==> config.mk <==
export PLATFORM = sky130hd
export DESIGN_NAME = tick_count_to_microseconds
export DESIGN_NICKNAME = d
export VERILOG_FILES = /design/src/hw/rtl/tc2us_pkg.sv /design/src/hw/rtl/tick_count_to_microseconds.sv
export SDC_FILE = /design/constraint.sdc
export NUM_CORES = 2
export LEC_CHECK = 0
export BUFFER_PORTS_ARGS = -buffer_cell sky130_fd_sc_hd__buf_2
export CAP_MARGIN = 0
export CELL_PAD_IN_SITES_DETAIL_PLACEMENT = 1
export CELL_PAD_IN_SITES_GLOBAL_PLACEMENT = 2
export CORE_UTILIZATION = 24
export CTS_CLUSTER_SIZE = 40
export DETAILED_ROUTE_END_ITERATION = 10
export PLACE_DENSITY = 0.52
export SKIP_LAST_GASP = 1
export SYNTH_ARGS = -nofsm -noshare
export SYNTH_HDL_FRONTEND = slang
export SYNTH_SLANG_ARGS = --single-unit
==> constraint.sdc <==
create_clock -name clk -period 19.8 [get_ports clk]
set_input_delay 2.97 -clock clk [delete_from_list [all_inputs] [get_ports clk]]
set_output_delay 2.97 -clock clk [all_outputs]
set_load 0.05 [all_outputs]
==> src/hw/rtl/tc2us_pkg.sv <==
// Shared types and constants for the tick-count to microsecond converter.
// No dependencies; used by tick_count_to_microseconds.
package tc2us_pkg;

    localparam int unsigned READING_W = 32;
    localparam int unsigned TOTAL_W   = 64;
    localparam int unsigned FRAC_W    = 20;   // fraction of a second in us, < 10^6
    localparam int unsigned PROD_W    = READING_W + FRAC_W;   // remainder * 10^6
    localparam int unsigned SECS_W    = TOTAL_W + 1;          // seconds + 1
    localparam int unsigned ACC_W     = SECS_W + FRAC_W;      // (seconds + 1) * 10^6
    localparam int unsigned CNT_W     = 6;

    localparam logic [READING_W-1:0] DEFAULT_TICK_RATE = 32'd709379;
    localparam logic [FRAC_W-1:0]    US_PER_SECOND     = 20'd1000000;

    // last value of the step counter for each serial pass
    localparam logic [CNT_W-1:0] SEC_DIV_LAST  = 6'(TOTAL_W - 1);
    localparam logic [CNT_W-1:0] FRAC_DIV_LAST = 6'(PROD_W - 1);
    localparam logic [CNT_W-1:0] MUL_LAST      = 6'(FRAC_W - 1);

    typedef enum logic [2:0] {
        ST_IDLE,
        ST_DIV_SEC,
        ST_MUL_REM,
        ST_DIV_FRAC,
        ST_MUL_SEC,
        ST_SUM
    } state_t;

endpackage

==> src/hw/rtl/tick_count_to_microseconds.sv <==
// Top level: 32-bit tick counter readings to a saturating 64-bit microsecond timestamp.
// Depends on tc2us_pkg (types, widths, constants).
//
//  channel  | handshake              | payload
//  ---------+------------------------+----------------------------------
//  input    | in_valid / in_ready    | counter_reading[31:0], is_first
//  output   | out_valid / out_ready  | elapsed_us[63:0]
//  config   | cfg_wr_en (no wait)    | cfg_wr_data[31:0] -> tick_rate
//
// One item in flight. An input beat is taken in IDLE; the seconds division,
// remainder multiply, fraction division, seconds multiply and final add follow in
// that order, and the next beat can be taken once the block is back in IDLE. The
// seconds and the fraction share the bit-serial restoring divider (64 steps for
// seconds, 52 for the fraction); the seconds multiply by 10^6 is bit-serial (20 steps).
// Reset (rst_n low, async) clears the counter state and loads the default rate.
// A result waits in the output register; the block takes the next input
// beat meanwhile, and only stalls in its final add if the old result is
// still not taken.
module tick_count_to_microseconds
(
    input  logic                              clk,
    input  logic                              rst_n,
    input  logic                              cfg_wr_en,
    input  logic [tc2us_pkg::READING_W-1:0]   cfg_wr_data,
    input  logic                              in_valid,
    output logic                              in_ready,
    input  logic [tc2us_pkg::READING_W-1:0]   counter_reading,
    input  logic                              is_first,
    output logic                              out_valid,
    input  logic                              out_ready,
    output logic [tc2us_pkg::TOTAL_W-1:0]     elapsed_us
);

    // ---------------------------------------------------------------
    // Registers
    // ---------------------------------------------------------------
    tc2us_pkg::state_t state_reg, state_next;

    logic [tc2us_pkg::CNT_W-1:0]     cnt_reg, cnt_next;
    logic [tc2us_pkg::READING_W-1:0] tick_rate_reg, tick_rate_next;
    logic [tc2us_pkg::READING_W-1:0] rate_eff_reg, rate_eff_next;   // never zero
    logic [tc2us_pkg::READING_W-1:0] prev_reg, prev_next;
    logic [tc2us_pkg::TOTAL_W-1:0]   total_reg, total_next;
    logic                            out_valid_reg, out_valid_next;

    // datapath, no reset
    logic [tc2us_pkg::TOTAL_W-1:0]   q_reg, q_next;      // dividend/quotient, multiplier bits
    logic [tc2us_pkg::READING_W-1:0] r_reg, r_next;      // partial remainder
    logic [tc2us_pkg::SECS_W-1:0]    secs_reg, secs_next; // seconds + 1
    logic [tc2us_pkg::FRAC_W-1:0]    frac_reg, frac_next;
    logic [tc2us_pkg::ACC_W-1:0]     acc_reg, acc_next;
    logic [tc2us_pkg::TOTAL_W-1:0]   result_reg, result_next;

    // ---------------------------------------------------------------
    // Combinational helpers
    // ---------------------------------------------------------------
    logic                            in_fire;
    logic                            last_step;
    logic                            out_free;
    logic [tc2us_pkg::READING_W:0]   trial;
    logic [tc2us_pkg::READING_W:0]   trial_diff;
    logic                            trial_ge;
    logic [tc2us_pkg::READING_W-1:0] r_step;
    logic [tc2us_pkg::TOTAL_W-1:0]   q_step;
    logic [tc2us_pkg::PROD_W-1:0]    rem_prod;
    logic [tc2us_pkg::READING_W-1:0] delta;
    logic [tc2us_pkg::ACC_W-1:0]     final_sum;
    logic                            saturate;

    assign in_fire   = in_valid & in_ready;
    assign last_step = (cnt_reg == '0);
    assign out_free  = ~out_valid_reg | out_ready;

    // one restoring-division step: shift in the dividend MSB, try subtract
    assign trial      = {r_reg, q_reg[tc2us_pkg::TOTAL_W-1]};
    assign trial_diff = trial - {1'b0, rate_eff_reg};
    assign trial_ge   = (trial >= {1'b0, rate_eff_reg});
    assign r_step     = trial_ge ? trial_diff[tc2us_pkg::READING_W-1:0]
                                 : trial[tc2us_pkg::READING_W-1:0];
    assign q_step     = {q_reg[tc2us_pkg::TOTAL_W-2:0], trial_ge};

    // remainder * 10^6, 32 x 20 constant multiply
    assign rem_prod = {{tc2us_pkg::FRAC_W{1'b0}}, r_reg}
                    * {{tc2us_pkg::READING_W{1'b0}}, tc2us_pkg::US_PER_SECOND};

    // wrap-safe counter difference
    assign delta = counter_reading - prev_reg;

    // (seconds + 1) * 10^6 + fraction; anything above bit 63 means overflow
    assign final_sum = acc_reg + {{(tc2us_pkg::ACC_W - tc2us_pkg::FRAC_W){1'b0}}, frac_reg};
    assign saturate  = |final_sum[tc2us_pkg::ACC_W-1:tc2us_pkg::TOTAL_W];

    // ---------------------------------------------------------------
    // Next state
    // ---------------------------------------------------------------
    always_comb
    begin
        state_next = state_reg;
        case (state_reg)
            tc2us_pkg::ST_IDLE:
            begin
                if (in_valid)
                begin
                    state_next = tc2us_pkg::ST_DIV_SEC;
                end
            end
            tc2us_pkg::ST_DIV_SEC:
            begin
                if (last_step)
                begin
                    state_next = tc2us_pkg::ST_MUL_REM;
                end
            end
            tc2us_pkg::ST_MUL_REM:
            begin
                state_next = tc2us_pkg::ST_DIV_FRAC;
            end
            tc2us_pkg::ST_DIV_FRAC:
            begin
                if (last_step)
                begin
                    state_next = tc2us_pkg::ST_MUL_SEC;
                end
            end
            tc2us_pkg::ST_MUL_SEC:
            begin
                if (last_step)
                begin
                    state_next = tc2us_pkg::ST_SUM;
                end
            end
            tc2us_pkg::ST_SUM:
            begin
                if (out_free)
                begin
                    state_next = tc2us_pkg::ST_IDLE;
                end
            end
            default:
            begin
                state_next = tc2us_pkg::ST_IDLE;
            end
        endcase
    end

    // ---------------------------------------------------------------
    // Outputs and datapath
    // ---------------------------------------------------------------
    always_comb
    begin
        in_ready       = (state_reg == tc2us_pkg::ST_IDLE);
        cnt_next       = cnt_reg;
        tick_rate_next = cfg_wr_en ? cfg_wr_data : tick_rate_reg;
        rate_eff_next  = rate_eff_reg;
        prev_next      = prev_reg;
        total_next     = total_reg;
        out_valid_next = out_valid_reg & ~out_ready;
        q_next         = q_reg;
        r_next         = r_reg;
        secs_next      = secs_reg;
        frac_next      = frac_reg;
        acc_next       = acc_reg;
        result_next    = result_reg;

        case (state_reg)
            tc2us_pkg::ST_IDLE:
            begin
                if (in_fire)
                begin
                    rate_eff_next = (tick_rate_reg == '0) ? tc2us_pkg::DEFAULT_TICK_RATE
                                                          : tick_rate_reg;
                    prev_next     = counter_reading;
                    if (is_first)
                    begin
                        total_next = '0;
                    end
                    else
                    begin
                        total_next = total_reg
                                   + {{(tc2us_pkg::TOTAL_W - tc2us_pkg::READING_W){1'b0}},
                                      delta};
                    end
                    q_next   = total_next;
                    r_next   = '0;
                    cnt_next = tc2us_pkg::SEC_DIV_LAST;
                end
            end
            tc2us_pkg::ST_DIV_SEC:
            begin
                q_next   = q_step;
                r_next   = r_step;
                cnt_next = cnt_reg - 1'b1;
                if (last_step)
                begin
                    secs_next = {1'b0, q_step} + 1'b1;
                end
            end
            tc2us_pkg::ST_MUL_REM:
            begin
                q_next   = {rem_prod, {(tc2us_pkg::TOTAL_W - tc2us_pkg::PROD_W){1'b0}}};
                r_next   = '0;
                cnt_next = tc2us_pkg::FRAC_DIV_LAST;
            end
            tc2us_pkg::ST_DIV_FRAC:
            begin
                q_next   = q_step;
                r_next   = r_step;
                cnt_next = cnt_reg - 1'b1;
                if (last_step)
                begin
                    // quotient < 10^6, so its low 20 bits hold it whole
                    frac_next = q_step[tc2us_pkg::FRAC_W-1:0];
                    q_next    = {tc2us_pkg::US_PER_SECOND,
                                 {(tc2us_pkg::TOTAL_W - tc2us_pkg::FRAC_W){1'b0}}};
                    acc_next  = '0;
                    cnt_next  = tc2us_pkg::MUL_LAST;
                end
            end
            tc2us_pkg::ST_MUL_SEC:
            begin
                // Horner over the bits of 10^6, MSB first
                acc_next = {acc_reg[tc2us_pkg::ACC_W-2:0], 1'b0}
                         + (q_reg[tc2us_pkg::TOTAL_W-1]
                            ? {{tc2us_pkg::FRAC_W{1'b0}}, secs_reg}
                            : {tc2us_pkg::ACC_W{1'b0}});
                q_next   = {q_reg[tc2us_pkg::TOTAL_W-2:0], 1'b0};
                cnt_next = cnt_reg - 1'b1;
            end
            tc2us_pkg::ST_SUM:
            begin
                if (out_free)
                begin
                    out_valid_next = 1'b1;
                    result_next    = saturate ? {tc2us_pkg::TOTAL_W{1'b1}}
                                              : final_sum[tc2us_pkg::TOTAL_W-1:0];
                end
            end
            default:
            begin
                cnt_next = '0;
            end
        endcase
    end

    assign out_valid  = out_valid_reg;
    assign elapsed_us = result_reg;

    // ---------------------------------------------------------------
    // Sequential
    // ---------------------------------------------------------------
    always_ff @(posedge clk or negedge rst_n)
    begin
        if (!rst_n)
        begin
            state_reg     <= tc2us_pkg::ST_IDLE;
            cnt_reg       <= '0;
            tick_rate_reg <= tc2us_pkg::DEFAULT_TICK_RATE;
            rate_eff_reg  <= tc2us_pkg::DEFAULT_TICK_RATE;
            prev_reg      <= '0;
            total_reg     <= '0;
            out_valid_reg <= 1'b0;
        end
        else
        begin
            state_reg     <= state_next;
            cnt_reg       <= cnt_next;
            tick_rate_reg <= tick_rate_next;
            rate_eff_reg  <= rate_eff_next;
            prev_reg      <= prev_next;
            total_reg     <= total_next;
            out_valid_reg <= out_valid_next;
        end
    end

    always_ff @(posedge clk)
    begin
        q_reg      <= q_next;
        r_reg      <= r_next;
        secs_reg   <= secs_next;
        frac_reg   <= frac_next;
        acc_reg    <= acc_next;
        result_reg <= result_next;
    end

    // ---------------------------------------------------------------
    // Assertions
    // ---------------------------------------------------------------
    a_accept_starts_div: assert property (@(posedge clk) disable iff (!rst_n)
        in_fire |=> (state_reg == tc2us_pkg::ST_DIV_SEC)
                    && (cnt_reg == tc2us_pkg::SEC_DIV_LAST))
        else $error("accepted beat did not start the seconds division");

    a_rate_nonzero: assert property (@(posedge clk) disable iff (!rst_n)
        rate_eff_reg != '0)
        else $error("effective tick rate is zero");

    a_rem_below_rate: assert property (@(posedge clk) disable iff (!rst_n)
        (state_reg == tc2us_pkg::ST_DIV_SEC || state_reg == tc2us_pkg::ST_DIV_FRAC)
        |-> (r_reg < rate_eff_reg))
        else $error("partial remainder not below divisor");

    a_frac_range: assert property (@(posedge clk) disable iff (!rst_n)
        (state_reg == tc2us_pkg::ST_MUL_SEC || state_reg == tc2us_pkg::ST_SUM)
        |-> (frac_reg < tc2us_pkg::US_PER_SECOND))
        else $error("fraction of a second out of range");

    a_sum_waits: assert property (@(posedge clk) disable iff (!rst_n)
        (state_reg == tc2us_pkg::ST_SUM) && out_valid_reg && !out_ready
        |=> (state_reg == tc2us_pkg::ST_SUM) && out_valid_reg)
        else $error("result overwrote an untaken beat");

endmodule
==> impl_summary.md <==
Logic synthesis
The register area share after synthesis is 35.5%. Summing every instance area after synthesis gives 39900 sq um. Yosys mapped the design onto 85 distinct sky130hd cell types. The total nets after synthesis is 4810. Sorting the synthesized cells by area gives the leading types as edfxtp_1 (25%), ha_1 (10%), dfrtp_1 (9.5%). Synthesis inferred 500 register bits. The share of synthesized area in the top cell type comes to 24.8%. The biggest area consumer among synthesized cells is edfxtp_1. Dividing the synthesized area by the synthesized cell count gives 9.36 sq um. In this run, synthesis inferred 330 flip-flops with an integrated enable. The proportion of synthesized flip-flops having asynchronous set or reset is 34.0%. The flip-flop cell with the highest count after synthesis is edfxtp_1.

During synthesis, Yosys emitted a total of 0 warnings. The cell count after synthesis is 4265.

Floorplanning
The number of top-level design ports is 136. The initialized floorplan defines 149 standard-cell rows. The starting utilization of the core area is 24.2%.

The floorplan core area is 165000 sq um. The floorplan step set the die height to 410 um. The area of the die is 168000 sq um.

The width of the die is 410 um.

STA
Adding up every negative setup slack in the final design gives 0 ns. Clock skew on the completed layout was measured at 0.0409 ns. The final max-slew violation count came to 0. For the finished layout, the period the worst path requires is 8.27 ns. Based on the critical path, the design can be clocked at up to 121 MHz. Setup repair after global routing left no endpoint under its margin.

The worst pin sits at a relative slew slack of 24.8%. The number of failing hold endpoints at the final stage is 0. The post-route clock period utilization is 41.7%. Setup violations remaining at the end of the flow were counted as 0. The transition time at the pin with the least slew margin is 1.12 ns.

Worst setup path
Of all nets on the critical path, the largest fanout is 13. Data on the critical path arrives at its endpoint at 8.69 ns. The critical setup path kind is input pin to flop. STA classifies the critical path startpoint as an input pin. The data required time of the critical path is 20.23 ns. The worst setup path is captured at a flop.

Clock network
The number of setup buffers added after CTS is 0. The worst-skew pair later-pin latency is 0.70 ns. The tree is rooted in a clkbuf_16. The clock net in this run drives a total of 500 sinks. The total number of H-tree levels is 3. The buffer levels on the longest clock path is 3. The post-cts hold buffer count is 0. The number of CTS-inserted buffers is 71. Clock-pin slew was measured on the worst setup and hold paths at 0.06 ns. TritonCTS built the clock tree. The count of instances resized after the clock tree is built is 0.

Layout
In the layout the commonest cells are nand2_1 (411), ha_1 (335), inv_1 (332). The number of fillers in the final layout is 19000. The library cell used most frequently in the layout, excluding fill and tap cells, is nand2_1. The fraction of final layout cells sized beyond drive strength 1 is 8.85%.

The layout-stage area growth over the synthesis result is 13.9%. The number of flip-flops under the largest register name is 85. The net count reported at finish is 4897.

Placement
Routability-driven placement finished with a final weighted congestion of 0.812. In this run the tool buffered the top-level ports with 135 buffer cells. The half-perimeter wire length after detailed placement is 104000 um.

Drt
In this run, the number of DRC markers left after iteration 0 of detailed routing was 1371. In the final routed layout, each cell accounts on average for 20.1 um. The detailed router placed 31000 vias in this run. In the routed layout, each cell is associated on average with a via count of 4.70.

In the routed design, unresolved DRC markers number 56. The count of antenna-violating nets left after detailed routing is 0. The detailed-route wire length is 132000 um. The pre-antenna-repair detailed-routing pass consisted of 8 iterations.

Worst hold path
The min-delay analysis places its worst path in the category flop to flop.

Global route
The initial antenna violation count is 1. Entering global routing, the biggest net connects 68 pins. The via count of the first global-routing pass is 32800. The first-pass GRT wire length is 206000 um. Global routing consumed, over all layers together, 15.8% of the routing resources. Global routing finished with a remaining overflow of 0.

Run status
The run finished, with violations left. The checks that failed: DRC.

Job
The tool flagged a number of max-cap violations equal to 0.
## logic make-up after synthesis
logic type	share of synthesized area (%)
AOI/OAI and AO/OA	16.2
xor gates and xnor gates	7.44
adders and majority gates	17.5
buffers and inverters	4.72
DFF	35.5
muxes	2.06
and+or+nand+nor	16.6
## per-stage QoR
| step | util, % | hold WS (ns) | setup WS [ns] | instances | area [sq um] |
|---|---|---|---|---|---|
| 2_1_floorplan | - | 0.453 | 12.07 | 4265 | 39900 |
| 3_3_place_gp | 26.1 | 0.467 | 10.92 | 6468 | 43000 |
| 3_5_place_dp | 26.1 | 0.475 | 10.82 | 6468 | 43000 |
| 4_1_cts | 27.5 | 0.489 | 11.55 | 6598 | 45500 |
| 5_1_grt | 27.5 | 0.498 | 11.22 | 6598 | 45500 |
| 6_report | 27.6 | 0.483 | 11.53 | 6601 | 45500 |
## layer usage
| layer | share of wire [%] | vias to the layer above | GRT usage [%] |
|---|---|---|---|
| met2 | 46 | 342 | 26.1 |
| met1 | 49 | 15100 | 21.6 |
| li1 | - | 15400 | - |
| met5 | 0.0098 | - | 0 |
| met4 | 2.5 | 2 | 4.18 |
| met3 | 2.4 | 142 | 1.95 |
## worst paths after layout
path / from / end / slack [ns] / depth (start not counted)
setup reg to reg: r_reg[5] / q_reg[61] / 12.48 / 21
min in group asynchronous: rst_n / prev_reg[19] / 2.30 / 1
hold / removal: rate_eff_reg[12] / rate_eff_reg[12] / 0.48 / 2
setup / recovery: counter_reading[0] / q_reg[56] / 11.53 / 23
max in group asynchronous: rst_n / cnt_reg[0] / 16.23 / 2
hold reg to reg: rate_eff_reg[12] / rate_eff_reg[12] / 0.48 / 2
## cell type report
cell class              instances  area (sq um)  area share [%]
repair buffers                169           940            2.07
clock buffers                  91          1920            4.23
inverters                     334          1250            2.76
clock inverters                39           494            1.09
diodes                          3          7.51          0.0165
well taps                    2189          2740            6.02
multi-input cells            3276         23900            52.6
flip-flops and latches        500         14200            31.2
## synthesized netlist by cell type (71+ instances only)
cell / count
a21o_1: 133
a21oi_1: 277
and2_1: 100
clkbuf_1: 132
dfrtp_1: 152
edfxtp_1: 330
fa_1: 140
ha_1: 335
inv_1: 333
nand2_1: 414
nand3_1: 116
nand4_1: 91
nor2_1: 319
nor3_1: 71
o21ai_0: 282
xnor2_1: 202
xor2_1: 137
## critical path, cell delays in order
cell and delay, ns:
buf_2 0.09, inv_1 0.07, ha_1 0.17, inv_1 0.05, fa_1 0.40, a21o_1 0.18, a21oi_1 0.31, o21a_1 0.19
o31ai_1 0.12, a21o_1 0.23, a21oi_1 0.25, o21ai_0 0.26, a211o_1 0.38, a311oi_1 0.33, xnor2_1 0.19, ha_1 0.38
or2_2 0.15, a21o_1 0.21, nor3b_1 0.36, and3_1 0.66, nand4_1 0.28, mux2i_1 0.19, a221o_1 0.28
Power is not shown: default switching activity piles up to over one toggle a cycle in this logic, so the estimate is an artifact.
